**src/sv/cei_pkg.sv**
```systemverilog
// Shared widths, constants and types of the coulomb and energy integrator.
package cei_pkg;

   localparam int CURRENT_BITS = 16;
   localparam int POWER_BITS   = 24;
   localparam int ACC_BITS     = 64;
   localparam int TIME_BITS    = 32;

   localparam int DIR_BITS   = ACC_BITS - 1;
   localparam int VAL_BITS   = (CURRENT_BITS > POWER_BITS) ? CURRENT_BITS : POWER_BITS;
   localparam int SUM_BITS   = VAL_BITS + 1;
   localparam int MAG_BITS   = VAL_BITS + 1;
   localparam int P_BITS     = VAL_BITS - 1;
   localparam int P2_BITS    = 2 * P_BITS;
   localparam int SQ_BITS    = 2 * TIME_BITS;
   localparam int NUM_BITS   = P2_BITS + TIME_BITS + 1;
   localparam int QUO_BITS   = P_BITS + TIME_BITS;
   localparam int SM_BITS    = MAG_BITS + TIME_BITS;
   localparam int NEG_BITS   = SM_BITS + 1;
   localparam int MUL_A_BITS = (MAG_BITS > TIME_BITS) ? MAG_BITS : TIME_BITS;
   localparam int PROD_BITS  = MUL_A_BITS + TIME_BITS;
   localparam int DIV_CNT_BITS = $clog2(NUM_BITS + 1);

   localparam int REQ_FIELD_BITS = TIME_BITS + CURRENT_BITS + POWER_BITS;
   localparam int REQ_TDATA_BITS = ((REQ_FIELD_BITS + 7) / 8) * 8;
   localparam int REQ_TUSER_BITS = 2;
   localparam int RSP_FIELD_BITS = 2 * ACC_BITS + 4 * DIR_BITS;
   localparam int RSP_TDATA_BITS = ((RSP_FIELD_BITS + 7) / 8) * 8;

   localparam int REQ_TIME_LSB = 0;
   localparam int REQ_CUR_LSB  = TIME_BITS;
   localparam int REQ_PWR_LSB  = TIME_BITS + CURRENT_BITS;

   localparam int TUSER_FUNC  = 0;
   localparam int TUSER_VALID = 1;

   localparam logic FUNC_SAMPLE = 1'b0;
   localparam logic FUNC_CLEAR  = 1'b1;

   localparam int CSR_DATA_BITS = 32;
   localparam int CSR_ADDR_BITS = 3;
   localparam int CSR_IDX_BITS  = CSR_ADDR_BITS - 2;
   localparam logic [CSR_IDX_BITS-1:0] CSR_IDX_MAX_GAP = '0;

   localparam logic [TIME_BITS-1:0] GAP_RESET = TIME_BITS'(5000);

   localparam logic [1:0] DIR_OUT_CHARGE = 2'd0;
   localparam logic [1:0] DIR_IN_CHARGE  = 2'd1;
   localparam logic [1:0] DIR_OUT_ENERGY = 2'd2;
   localparam logic [1:0] DIR_IN_ENERGY  = 2'd3;

   typedef struct packed {
      logic                done;
      logic [NUM_BITS-1:0] quo;
   } div_res_type;

endpackage

```
**src/sv/cei_div.sv**
```systemverilog
// Restoring divider that produces one quotient bit per cycle.
module cei_div
   import cei_pkg::*;
(
   input  logic                clock,
   input  logic                reset,
   input  logic                div_start,
   input  logic [NUM_BITS-1:0] div_num,
   input  logic [VAL_BITS-1:0] div_den,
   output div_res_type         div_res
);

   logic [VAL_BITS-1:0]     rem_ff;
   logic [VAL_BITS-1:0]     den_ff;
   logic [NUM_BITS-1:0]     quo_ff;
   logic [DIV_CNT_BITS-1:0] cnt_ff;
   logic                    busy_ff;
   logic                    done_ff;

   logic [VAL_BITS:0]   trial;
   logic                ge_in;
   logic [VAL_BITS-1:0] rem_in;

   always_comb begin
      trial  = {rem_ff, quo_ff[NUM_BITS-1]};
      ge_in  = trial >= {1'b0, den_ff};
      rem_in = ge_in ? VAL_BITS'(trial - {1'b0, den_ff}) : VAL_BITS'(trial);
   end

   always_ff @(posedge clock) begin
      if (reset) begin
         busy_ff <= 1'b0;
         done_ff <= 1'b0;
         cnt_ff  <= '0;
      end else begin
         done_ff <= 1'b0;
         if (div_start) begin
            rem_ff  <= '0;
            den_ff  <= div_den;
            quo_ff  <= div_num;
            cnt_ff  <= DIV_CNT_BITS'(NUM_BITS);
            busy_ff <= 1'b1;
         end else if (busy_ff) begin
            rem_ff <= rem_in;
            quo_ff <= {quo_ff[NUM_BITS-2:0], ge_in};
            cnt_ff <= cnt_ff - 1'b1;
            if (cnt_ff == DIV_CNT_BITS'(1)) begin
               busy_ff <= 1'b0;
               done_ff <= 1'b1;
            end
         end
      end
   end

   assign div_res.done = done_ff;
   assign div_res.quo  = quo_ff;

endmodule

```
**config.mk**
```make
export PLATFORM = sky130hd
export DESIGN_NAME = cei_div
export DESIGN_NICKNAME = d
export VERILOG_FILES = /design/src/sv/cei_pkg.sv /design/src/sv/cei_div.sv
export SDC_FILE = /design/constraint.sdc
export NUM_CORES = 1
export LEC_CHECK = 0
export ABC_AREA = 0
export BUFFER_PORTS_ARGS = -buffer_cell sky130_fd_sc_hd__buf_2
export CAP_MARGIN = 40
export CORE_MARGIN = 4
export CORE_UTILIZATION = 57
export CTS_CLUSTER_SIZE = 40
export DETAILED_ROUTE_END_ITERATION = 16
export GPL_TIMING_DRIVEN = 0
export PLACE_DENSITY = 0.95
export SETUP_SLACK_MARGIN = 0.05
export SLEW_MARGIN = 0
export SYNTH_ARGS = -nofsm -noshare
export SYNTH_HDL_FRONTEND = slang
export SYNTH_SLANG_ARGS = --single-unit
export TNS_END_PERCENT = 50
```
**constraint.sdc**
```tcl
create_clock -name clock -period 17.3 [get_ports clock]
set_clock_uncertainty 0.05 [all_clocks]
set_input_delay 0.865 -clock clock [delete_from_list [all_inputs] [get_ports clock]]
set_output_delay 0.865 -clock clock [all_outputs]
set_load 0.01 [all_outputs]
```
Word-level counts from Yosys, hierarchy flattened
Index checks and enable logic that the tools add are counted.
Widths: inputs -> output; s select.

cells by class
  add/sub/neg operators = 2
  multipliers = 0
  divide/modulo/power cells = 0
  order comparisons = 1
  equality and inequality tests = 1
  shifts and indexed selects = 0
  mux-type cells = 10
  bitwise operators = 2
  reductions and logical operators = 5

operators by type and width
  cell                 number
  $mux 79              2
  $mux 24              2
  $ge 25x24->1         1
  $sub 24x24->24       1
  $mux 7               2
  $eq 7x1->1 const B   1
  $sub 7x1->7 const B  1
  $mux 1               4
  $reduce_and 2->1     2
  $reduce_or 3->1      1
  $not 1->1            2
  $reduce_bool 2->1    1
  $reduce_or 2->1      1

storage, ports and cells
  bits in registers = 136
  bits in latches = 0
  memory bits (writable) = 0
  ROM bits = 0
  input bits = 106
  output and inout port bits = 80
  logic and storage cells = 28
  memories = 0

Logic depth before layout (Yosys ltp)
Gate-level depths: netlist (run 1).

  depth in word-level cells = 4
  gate-level depth with buffers = 11

Worst setup path before layout (run 1)
No wires, ideal clock.

  kind = in2reg
  start = in div_start
  end = reg quo_ff[0] (enable)
  library setup time = 0.566 ns
  data arrival time = 6.023 ns
  path slack = 10.661 ns
  stages on the path = 5
  buffers on the path = 3
  cells stage by stage = clkbuf_1 -> buf_1 -> clkbuf_1 -> nor2_1 -> nor2_1

between the ends
  cells in the longest elaborated chain, start to end = 2

ends and longest elaborated chain
  element                      RTL line       source
  start, declared              cei_div.sv:7   input logic div_start,
  $reduce_bool 2->1 (no line)  -
  $reduce_and 2->1 (no line)   -
  end signal, assigned         cei_div.sv:40  quo_ff <= div_num;
  end signal, assigned         cei_div.sv:45  quo_ff <= {quo_ff[NUM_BITS-2:0], ge_in};
  end, declared                cei_div.sv:15  logic [NUM_BITS-1:0] quo_ff;

Every way passes these cells.
A chain may end at the register's enable or synchronous reset.

Worst setup path after layout (run 1)
  start = in div_start
  end = reg quo_ff[21] (enable)

Same word-level chain as after synthesis.

==> summary.md, run 1 <==
| Metric | Value |
|---|---|
| Status | `complete, no violations` |
| Sequential share of the synthesized area | `57.9%` |
| Critical path class | `input pin to flip-flop` |
| Die height | `118 um` |
| Top-Level Pins | `186` |
| First-pass GRT wire length | `29200 um` |
| Buffers from clock root to sink, at most | `2` |
| Cell area power density | `107 nW/um^2` |
| Syn nets | `671` |
| Total gr overflow | `0` |
| Hold Path Class | `flip-flop to flip-flop` |
| Final Hold Fails | `0` |
| Worst Setup End Kind | `flip-flop` |
| Max-cap violations | `0` |
| Crit path DAT | `3380 ps` |
| Relative slew slack | `54.8%` |
| Mapped cell area | `6900 sq um` |
| CP required | `17360 ps` |
| Worst slew pin tran | `678 ps` |
| Met1 Use GR | `29.5%` |
| Final WS setup | `13990 ps` |
| M3 GR Usage | `8.22%` |
| Yosys reg bits | `136` |
| Post CTS Setup Buffer Count | `0` |
| Layout cells sized above 1 | `41.5%` |
| Slowest cell on crit path | `clkbuf_1` |
| Slew Viols, Final | `0` |
| Fmax | `302 MHz` |
| Met2 usage | `48.6%` |
| DR pass1 iterations | `5` |
| Largest stage delay, worst path | `510 ps` |
| Tcrit/Tclk final | `19.2%` |
| Count of cell types in the netlist | `53` |
| Core ar. | `11600 sq um` |
| Syn. warnings | `0` |
| Ys flop type | `edfxtp_1` |
| Largest net degree at the start of global routing | `30` |
| P&R area growth vs syn | `25.8%` |
| CTS root buffer | `clkbuf_16` |
| Total GRT Usage | `27.0%` |
| Clock sinks | `136` |
| Post-DP HPWL | `13300 um` |
| Total Die Area | `13900 sq um` |
| VDD IR-drop max | `0.0948 mV` |
| Critical Path Start Type | `input pin` |
| Rows | `39` |
| Post-route ant nets | `0` |
| CTS clk-pin slew, worst paths | `60 ps` |
| Crit-path cells | `clkbuf_1 > buf_1 > clkbuf_1 > nor2_1 > nor2_4 > buf_16 > buf_16 > buf_12` |
| Final WL | `18600 um` |
| FILL cells | `713` |
| CTS buffer count | `17` |
| Initial antenna violation count | `1` |
| GR peak layer | `met2` |
| Min cycle time layout | `3310 ps` |
| RSZ-0062 raised after global routing | `false` |
| Final setup fails | `0` |
| Die Wd | `118 um` |
| Post-synth EDFFs | `127` |
| Synthesized area per cell | `12.8 sq um` |
| Synth Instances | `538` |
| Worst slack, placed | `13590 ps` |
| CP Max Fanout | `29` |
| Final #Nets | `879` |
| Total power | `0.930 mW` |
| Hold_ws | `524 ps` |
| CTS tree | `built` |
| Via/cell ratio | `5.91` |
| DR iter-0 viols | `412` |
| Per-cell routed wire length | `20.6 um` |
| Vias in the first global route | `5601` |
| Port buffer count | `184` |
| Leakage | `3.57 nW` |
| Post-synth ARST share | `0%` |
| Most common cell after layout, fill and taps aside | `buf_2` |
| Setup TNS Final | `0 ps` |
| DR DRC count | `0` |
| Commonest non-fill, non-tap cells in the layout | `buf_2, edfxtp_1, mux2_2` |
| Gpl congestion | `0.903` |
| H-Tree Depth | `4` |
| Clock Latency Late Sink | `420 ps` |
| Via count | `5338` |
| Initial core utilization | `59.4%` |
| Hold-fix buffers, CTS | `0` |
| Post-CTS resize count | `0` |
## flip-flops by register name, summed over array words and instances, names as in the netlist
name / cells
busy_ff: 1
den_ff: 24
done_ff: 1
rem_ff: 24
cnt_ff: 7
quo_ff: 79
## metrics by stage
step	area, sq um	utilization, %	std cells
6_report	8680	74.8	903
3_5_place_dp	8130	70.0	870
4_1_cts	8680	74.8	902
2_1_floorplan	6900	-	538
5_1_grt	8680	74.8	902
3_3_place_gp	8000	68.9	865
## cells by family (layout without fill, tap and decap cells)
family,after synthesis,in the layout,synth area share [%]
flops,136,136,57.9
compound gates,121,121,11.0
simple gates,93,93,6.87
mux,79,79,12.9
buf+inv,58,279,3.37
fa+ha+maj,27,27,5.00
xor+xnor,24,24,3.05
other cells,0,1,0
## synthesized netlist by cell type, drive strengths merged (3+ instances only)
cell,n,area share (%)
a2111oi,3,0.38
nor2,18,1.0
nand4,4,0.36
o21bai,6,0.82
a211oi,6,0.65
a211o,3,0.38
ha,26,4.7
nand2,18,1.0
xnor2,16,2.0
edfxtp,127,55
o21ai,27,2.0
clkbuf,13,0.71
a21o,9,0.98
nor3,10,0.73
inv,34,1.8
dfxtp,9,2.6
o31ai,4,0.44
o22ai,4,0.36
mux2,79,13
a21oi,45,3.4
nand2b,6,0.54
buf,11,0.82
o21a,3,0.33
and3,3,0.27
nand3,23,1.7
xor2,8,1.0
a31oi,3,0.27
## cell type report
class	instances	area, sq um	share of cell area, %
Clock buffer	17	425	4.90
Clock inverter	15	126	1.46
Timing Repair Buffer	189	1040	12.0
Sequential cell	136	3990	46.0
Buffer	24	105	1.21
Tap cell	143	179	2.06
Multi-Input combinational cell	344	2690	30.9
Inverter	34	128	1.47
Antenna cell	1	2.50	0.0288
## layer usage
metal | wire length [um] | vias to the layer above
li1 | - | 2448
met1 | 6590 | 2523
met2 | 9790 | 311
met3 | 1540 | 54
met4 | 665 | 2
met5 | 8 | -
## power breakdown
part	switching, mW	internal [mW]
logic	0.102	0.0815
clock network	0.143	0.197
registers	0.0139	0.393
## final timing paths
kind / start / to / slack, ps / cells after the start
worst min-delay path: cnt_ff[5]$_SDFFE_PP0P_ / cnt_ff[5]$_SDFFE_PP0P_ / 520 / 2
worst max register to register: rem_ff[7]$_SDFFCE_PP0P_ / rem_ff[3]$_SDFFCE_PP0P_ / 14200 / 10
worst min register to register: cnt_ff[5]$_SDFFE_PP0P_ / cnt_ff[5]$_SDFFE_PP0P_ / 520 / 2
worst max-delay path: div_start / quo_ff[21]$_DFFE_PP_ / 13990 / 8
## critical path: cells and delay by family
family        cells  cell delay (ps)
buf+inv           6             1840
simple gates      2              630
No activity file was read; power rests on OpenSTA's default activity.
==> inputs of run 2 (changes only) <==
CORE_UTILIZATION = 53   (was 57)
PLACE_DENSITY = 0.89   (was 0.95)
clock period = 3.2 ns   (was 17.3 ns; I/O delays follow)
==> run 2 against run 1 <==
  * The flow now finishes with violations (negative hold slack)
  * Highest routed layer is now met4
  * Hold slack got worse by 530 ps
  * Flip-flop and latch count is the same
  * Via count increased by 8.6%
  * Non-clock buffer count grew 90
  * Design area up 10%
  * Clock power rose to 5.4 times the previous value
  * Wire length rose by 11%
==> summary.md, run 2 (synthesis results as in run 1) <==
| Metric | Value |
|---|---|
| Fmax | `333 MHz` |
| Failing checks | `negative hold slack` |
| Dpl cells | `898 (+3.2%)` |
| Hold path cells | `2 (unchanged)` |
| DR pass1 iterations | `5 (unchanged)` |
| Status | `finished with violations` |
| Total gr overflow | `0 (unchanged)` |
| DR iter-0 viols | `444 (+7.8%)` |
| Relative slew slack | `52.0% (-2.8 points)` |
| Biggest regs | `quo_ff (79), den_ff (24), rem_ff (24)` |
| Tcrit/Tclk final | `93.9%` |
| Cell area power density | `534 nW/um^2 (+400%)` |
| CTS buffer count | `17 (unchanged)` |
| Largest stage delay, worst path | `400 ps (-110 ps)` |
| H-Tree Depth | `4 (unchanged)` |
| Die height | `122 um (+3.5%)` |
| Gpl congestion | `0.903 (about the same)` |
| Initial antenna violation count | `0 (-1)` |
| Initial core utilization | `54.5% (-5.0 points)` |
| Die Wd | `122 um (+3.5%)` |
| Worst slew pin tran | `718 ps (+40.5 ps)` |
| Vias in the first global route | `6163 (+10%)` |
| Hold_ws | `-7.54 ps (-532 ps)` |
| Critical path class | `flip-flop to flip-flop` |
| Critical Path Start Type | `flip-flop` |
| M3 GR Usage | `7.47% (-0.74 points)` |
| Clock Latency Late Sink | `430 ps (about the same)` |
| Top-Level Pins | `186 (unchanged)` |
| Min cycle time layout | `3000 ps` |
| Final #Nets | `969 (+10%)` |
| Final Hold Fails | `1 (+1)` |
| Slowest cell on crit path | `ha_1` |
| Via/cell ratio | `5.68 (-3.9%)` |
| Layout cells sized above 1 | `37.3% (-4.2 points)` |
| Met2 usage | `49.9% (+1.4 points)` |
| Final setup fails | `0 (unchanged)` |
| Clock sinks | `136 (unchanged)` |
| Crit path DAT | `3120 ps (-260 ps)` |
| FILL cells | `767 (+7.6%)` |
| CP required | `3320 ps (-14040 ps)` |
| Core Util, Final | `75.6% (+0.87 points)` |
| Placed cell area | `8120 sq um (about the same)` |
| Biggest register | `quo_ff` |
| Rows | `41 (+5.1%)` |
| Post-route ant nets | `0 (unchanged)` |
| VDD IR-drop max | `0.426 mV (+350%)` |
| Port buffer count | `184 (unchanged)` |
| Commonest non-fill, non-tap cells in the layout | `buf_2, edfxtp_1, dlygate4sd3_1` |
| Worst r2r path cells | `10 (unchanged)` |
| Hold Path Class | `input pin to flip-flop` |
| Leakage | `3.93 nW (+10%)` |
| GR peak layer | `met2` |
| Design area | `9590 sq um (+10%)` |
| DR DRC count | `0 (unchanged)` |
| First-pass GRT wire length | `32200 um (+10%)` |
| Total GRT Usage | `28.5% (+1.4 points)` |
| Final WL | `20600 um (+11%)` |
| Total Die Area | `14900 sq um (+7.0%)` |
| Slew Viols, Final | `0 (unchanged)` |
| Buffers from clock root to sink, at most | `2 (unchanged)` |
| Worst Setup End Kind | `flip-flop` |
| Largest net degree at the start of global routing | `31 (+3.3%)` |
| CTS tree | `built` |
| Crit-path cells | `ha_1 > a21oi_1 > nor2_1 > a2111oi_2 > o21ai_2 > a21oi_2 > nor3_1 > clkbuf_1 > o21ai_1 > o22ai_1` |
| Post-DP HPWL | `12900 um (-3.4%)` |
| Met1 Use GR | `32.5% (+3.0 points)` |
| CTS clk-pin slew, worst paths | `70 ps (about the same)` |
| Max-cap violations | `0 (unchanged)` |
| Via count | `5796 (+8.6%)` |
| CP Max Fanout | `10 (-66%)` |
| Per-cell routed wire length | `20.2 um (-2.0%)` |
| CTS root buffer | `clkbuf_16` |
| P&R area growth vs syn | `38.9%` |
| Core ar. | `12700 sq um (+9.1%)` |
| Non-Filler Instances | `1020 (+13%)` |
| Most common cell after layout, fill and taps aside | `buf_2` |
| Max reg flops | `79 (unchanged)` |
run 2: final timing paths:
check	from	end	slack (ps)
hold reg to reg	quo_ff[70]$_DFFE_PP_	quo_ff[71]$_DFFE_PP_	520
setup reg to reg	rem_ff[7]$_SDFFCE_PP0P_	rem_ff[23]$_SDFFCE_PP0P_	200
hold / removal	div_num[42]	quo_ff[42]$_DFFE_PP_	-8
setup / recovery	rem_ff[7]$_SDFFCE_PP0P_	rem_ff[23]$_SDFFCE_PP0P_	200
run 2: worst max-delay path, delay by kind of cell (launching register included):
| kind | cells | cell delay (ps) |
|---|---|---|
| flops | 1 | 380 |
| buf+inv | 1 | 250 |
| compound gates | 6 | 1480 |
| simple gates | 2 | 190 |
| fa+ha+maj | 1 | 400 |
run 2: layout make-up:
type / instances / area (sq um) / share of cell area (%)
clock buffer: 18 / 429 / 4.48
tap: 172 / 215 / 2.25
timing repair buffer: 279 / 1910 / 19.9
antenna: 1 / 2.50 / 0.0261
inverter: 34 / 128 / 1.33
clock inverter: 12 / 104 / 1.08
multi-input combinational: 344 / 2700 / 28.2
sequential: 136 / 3990 / 41.7
buffer: 24 / 106 / 1.11
run 2: per-layer routing:
layer / up-vias / routed length (um)
met5: - / 0
met4: 0 / 721
met3: 60 / 1520
met2: 330 / 10900
met1: 2778 / 7470
li1: 2628 / -
run 2: power by group:
group / switching [mW] / internal [mW] / total, mW
logic: 0.579 / 0.510 / 1.09
clock network: 0.772 / 1.06 / 1.83
registers: 0.0795 / 2.12 / 2.20
run 2: stage by stage:
step / power, mW / setup WS, ps / TNS (ps)
floorplan: 2.87 / 136 / 0
finish: 5.12 / 196 / 0
CTS: 5.06 / 156 / 0
detailed placement: 3.18 / 64.5 / 0
global route: 5.32 / -48.8 / -135
global placement: 3.12 / -903 / -96800
run 2: what timing repair did:
action                     4_1_cts  5_1_grt
setup endpoints to repair        1       23
gates resized for setup          1        4
hold endpoints to repair        90        1
buffers inserted                 0        0
gates cloned                     0        0
hold buffers                    90        1
